<file path="src/hdl/clr_pkg.sv">
// shared types and constants for the cell list relink block
// no dependencies; imported by clr_ctrl, clr_datapath and cell_list_relink
package clr_pkg;

  localparam int DEF_MAX_PARTICLES = 8192;
  localparam int DEF_NUM_CELLS     = 4096;

  // fixed field widths of the transaction payload
  localparam int PART_W = 13;
  localparam int CELL_W = 12;

  // commands from the controller to the datapath
  typedef struct packed {
    logic clr_wr;    // write one entry of the clearing pass
    logic accept;    // capture input transaction, issue memory reads
    logic look;      // read data valid: decide, unlink or mark placed
    logic push;      // link particle at head of target cell
    logic fix;       // back link of the former first particle
    logic load_out;  // load the result register
  } clr_cmd_t;

  // status from the datapath to the controller
  typedef struct packed {
    logic clr_done;  // last entry of the clearing pass
    logic act;       // particle is inserted or moved (valid during look)
  } clr_status_t;

endpackage

</file>
<file path="src/hdl/clr_ctrl.sv">
// sequencer for the cell list relink block: clearing pass, per-transaction
// steps and the result handshake; depends on clr_pkg
module clr_ctrl (
  input  logic                clk,
  input  logic                rst_n,
  input  logic                in_valid,
  output logic                in_stall,
  output logic                out_valid,
  input  logic                out_stall,
  input  clr_pkg::clr_status_t status,
  output clr_pkg::clr_cmd_t    cmd
);
  import clr_pkg::*;

  typedef enum logic [5:0] {
    ST_CLEAR = 6'b000001,
    ST_IDLE  = 6'b000010,
    ST_LOOK  = 6'b000100,
    ST_PUSH  = 6'b001000,
    ST_FIX   = 6'b010000,
    ST_OUT   = 6'b100000
  } state_t;

  state_t state_r, state_nxt;
  logic   out_valid_r, out_valid_nxt;
  logic   out_free;

  assign out_free  = !out_valid_r || !out_stall;
  assign in_stall  = (state_r != ST_IDLE);
  assign out_valid = out_valid_r;

  always_comb begin
    state_nxt = state_r;
    cmd       = '0;
    case (state_r)
      ST_CLEAR: begin
        cmd.clr_wr = 1'b1;
        if (status.clr_done) state_nxt = ST_IDLE;
      end
      ST_IDLE: begin
        if (in_valid) begin
          cmd.accept = 1'b1;
          state_nxt  = ST_LOOK;
        end
      end
      ST_LOOK: begin
        cmd.look  = 1'b1;
        state_nxt = status.act ? ST_PUSH : ST_OUT;
      end
      ST_PUSH: begin
        cmd.push  = 1'b1;
        state_nxt = ST_FIX;
      end
      ST_FIX: begin
        cmd.fix = 1'b1;
        if (out_free) begin
          cmd.load_out = 1'b1;
          state_nxt    = ST_IDLE;
        end else begin
          state_nxt = ST_OUT;
        end
      end
      ST_OUT: begin
        if (out_free) begin
          cmd.load_out = 1'b1;
          state_nxt    = ST_IDLE;
        end
      end
      default: begin
        state_nxt = ST_CLEAR;
      end
    endcase
  end

  always_comb begin
    if (cmd.load_out) begin
      out_valid_nxt = 1'b1;
    end else if (!out_stall) begin
      out_valid_nxt = 1'b0;
    end else begin
      out_valid_nxt = out_valid_r;
    end
  end

  always_ff @(posedge clk) begin
    if (!rst_n) begin
      state_r     <= ST_CLEAR;
      out_valid_r <= 1'b0;
    end else begin
      state_r     <= state_nxt;
      out_valid_r <= out_valid_nxt;
    end
  end

endmodule

</file>
<file path="config.mk">
export PLATFORM = sky130hd
export DESIGN_NAME = clr_ctrl
export DESIGN_NICKNAME = d
export VERILOG_FILES = /design/src/hdl/clr_pkg.sv /design/src/hdl/clr_ctrl.sv
export SDC_FILE = /design/constraint.sdc
export NUM_CORES = 1
export LEC_CHECK = 0
export BUFFER_PORTS_ARGS = -buffer_cell sky130_fd_sc_hd__clkbuf_2
export CAP_MARGIN = 20
export CORE_AREA = 2 2 39 41
export CTS_BUF_LIST = sky130_fd_sc_hd__clkbuf_16
export DETAILED_ROUTE_END_ITERATION = 10
export DIE_AREA = 0 0 41 43
export GPL_TIMING_DRIVEN = 1
export HOLD_SLACK_MARGIN = 0.1
export SLEW_MARGIN = 10
export SYNTH_ARGS = -nofsm -noshare
export SYNTH_HDL_FRONTEND = slang
export SYNTH_SLANG_ARGS = --single-unit
</file>
<file path="constraint.sdc">
create_clock -name clk -period 1.3 [get_ports clk]
set_clock_uncertainty 0.05 [all_clocks]
set_input_delay 0.26 -clock clk [delete_from_list [all_inputs] [get_ports clk]]
set_output_delay 0.26 -clock clk [all_outputs]
set_load 0.01 [all_outputs]
</file>
==> results_dict.tcl <==
set metrics [dict create \
    cp_max_fo 3 \
    drt-vias-per-instance 5.00 \
    synth_top_cells_by_count "dfxtp_1, and3_1, inv_1" \
    cts-hold-fix-buffers 0 \
    io_pins 14 \
    dr.pass1.iters 4 \
    drt_iter0_markers 8 \
    drive_above_1_share 0.655 \
    cts_root_buf "clkbuf_16" \
    hpwl_um 915 \
    violations "negative setup slack" \
    vias 500 \
    dp_slack_ps -173 \
    hold_end "state_r[3]" \
    period_minus_slack_ps 1670 \
    status "finished with violations" \
    grt_usage 0.180 \
    async_flop_share 0 \
    ctsLongestPathBuffers 2 \
    wl_per_cell_um 12.3 \
    place_inst 93 \
    use_met3 0.0471 \
    ys_ff_latch 7 \
    die_area_um2 1760 \
    die_w_um 41 \
    diodes 0 \
    drc 0 \
    grt_start_max_net_pins 6 \
    hold_path_depth 2 \
    floorplan.initialDensity 0.325 \
    finalSetupTns_ps -2210 \
    met1_usage 0.217 \
    p_per_area_nw_per_um2 1380 \
    antenna_found_initial 0 \
    ant_nets 0 \
    fin_cells 100 \
    cts_tree "built" \
    synth.distinct_cells 26 \
    synth_nets 56 \
    netlist_top_cells_area "dfxtp_1, and3_1, nor4_2" \
    gr-total-overflow 0 \
    synthCells 50 \
    fmax_ghz 0.600 \
    drv_cap 0 \
    yosysTopAreaCellShare 0.311 \
    clock_sinks 7 \
    ys_seq_area_frac 0.311 \
    cts_buffers 3 \
    hold_path_startpoint "status[0]" \
    relSlewSlack 0.778 \
    clkTransAtPathRegs_ps 40 \
    die_h_um 43 \
    portBuffers 13 \
    htreeDepth 1 \
    reg2reg_from "state_r[4]" \
    reg2reg_depth 5 \
    top_usage_layer "met2" \
    yosys_warnings 0 \
    startpoint_type "flop" \
    rr_endpoint "state_r[0]" \
    dominantRegCellSynth "dfxtp_1" \
    worstSkewPairLatency_ps 230 \
    fin_util 0.612 \
    syn2layout_area_growth_pct 88.1 \
    ir_drop_mv 1.04 \
    grt_pass1_vias 508 \
    synth_edf_count 0 \
    drt-total-wl_mm 1.23 \
    rows 14 \
    postSynthAreaPerCell_um2 9.01 \
    critical_path_required_ps 990 \
    r2r_slack_ps -170 \
    synth_top_area_cell "dfxtp_1" \
    rsz0062_at_grt "true" \
    hold_viol 0 \
    setup_violations 9 \
    arrival_ps 1360 \
    worst_pin_slew_ps 331 \
    fin_ws_ps -367 \
    netlist_area_um2 450 \
    grtUsageMet2 0.266 \
    place_congestion 0.805 \
    critical_path_class "flop to primary output" \
    crit_path_end_kind "primary output" \
    drv_slew 0 \
    synth.most_common_cell "dfxtp_1" \
    hold_class "primary input to flop" \
    core_area_um2 1380 \
    fin_crit_sh 1.28 \
    grt_pass1_wl_mm 2.08 \
    leakage_nw 0.418 \
    fin_nets 91 \
]
-- metal layers --
layer | share of wire | wire length [um]
met5 | 0 | 0
met4 | 0.023 | 28
met3 | 0.040 | 49
met2 | 0.51 | 631
met1 | 0.42 | 519
-- kinds of logic after synthesis --
logic type                count (synthesis)  synth area share
DFF                                       7             0.311
AOI/OAI and AO/OA                         7             0.122
buffers and inverters                     7            0.0916
and+or+nand+nor                          27             0.436
xor gates and xnor gates                  2            0.0389
-- final cells by class --
class / count / area (um2)
Fill cell: 116 / 537
Multi-Input combinational cell: 36 / 342
Timing Repair Buffer: 33 / 245
Sequential cell: 7 / 146
Clock buffer: 3 / 75.1
Tap cell: 16 / 20.0
Inverter: 4 / 15.0
Clock inverter: 1 / 3.75
-- registers in the layout (all words and copies together), names as in the netlist --
signal,cells
out_valid,1
state_r,6
-- critical path, cell delays in order (launching register included) --
cell and delay, ps:
dfxtp_2 330, or4b_4 530, nor3_4 120, buf_2 150
-- power by group --
part	switching, mW	leakage, nW	internal [mW]
Clock	0.118	0.0423	0.400
Sequential	0.0188	0.0588	0.233
Combinational	0.185	0.317	0.213
-- what timing repair did --
item / 4_1_cts / 5_1_grt
gates resized for setup: 9 / 20
buffers inserted: 1 / 2
pin swaps: 5 / 11
endpoints found under the setup margin: 10 / 11
-- through the flow --
step	area (um2)	power, mW	hold WS [ps]
final	847	1.17	217
after floorplan	457	0.420	356
after global placement	643	0.578	435
after global routing	847	1.23	248
after detailed placement	643	0.585	440
after CTS	766	1.14	223
-- cells in the final DEF, fill, tap and decap left out, types with 2 or more instances in the layout --
master and instances:
nor4_4 3, clkbuf_2 6, a31oi_1 2, dfxtp_1 4, buf_2 4, nand2_1 2
and3_1 3, buf_6 6, nand3b_1 2, nand4_1 2, dfxtp_2 2, inv_1 5
or4b_4 2, buf_4 17, clkbuf_16 3, nor2b_1 2
-- worst max path at each step --
stage                from     end  slack [ps]
6_report       state_r[4]  cmd[2]        -370
5_1_grt        state_r[3]  cmd[4]        -410
4_1_cts        state_r[5]  cmd[2]        -390
2_1_floorplan  state_r[5]  cmd[2]        -130
3_3_place_gp   state_r[3]  cmd[2]        -150
3_5_place_dp   state_r[3]  cmd[2]        -170
Power figures use the tool's default switching activity.
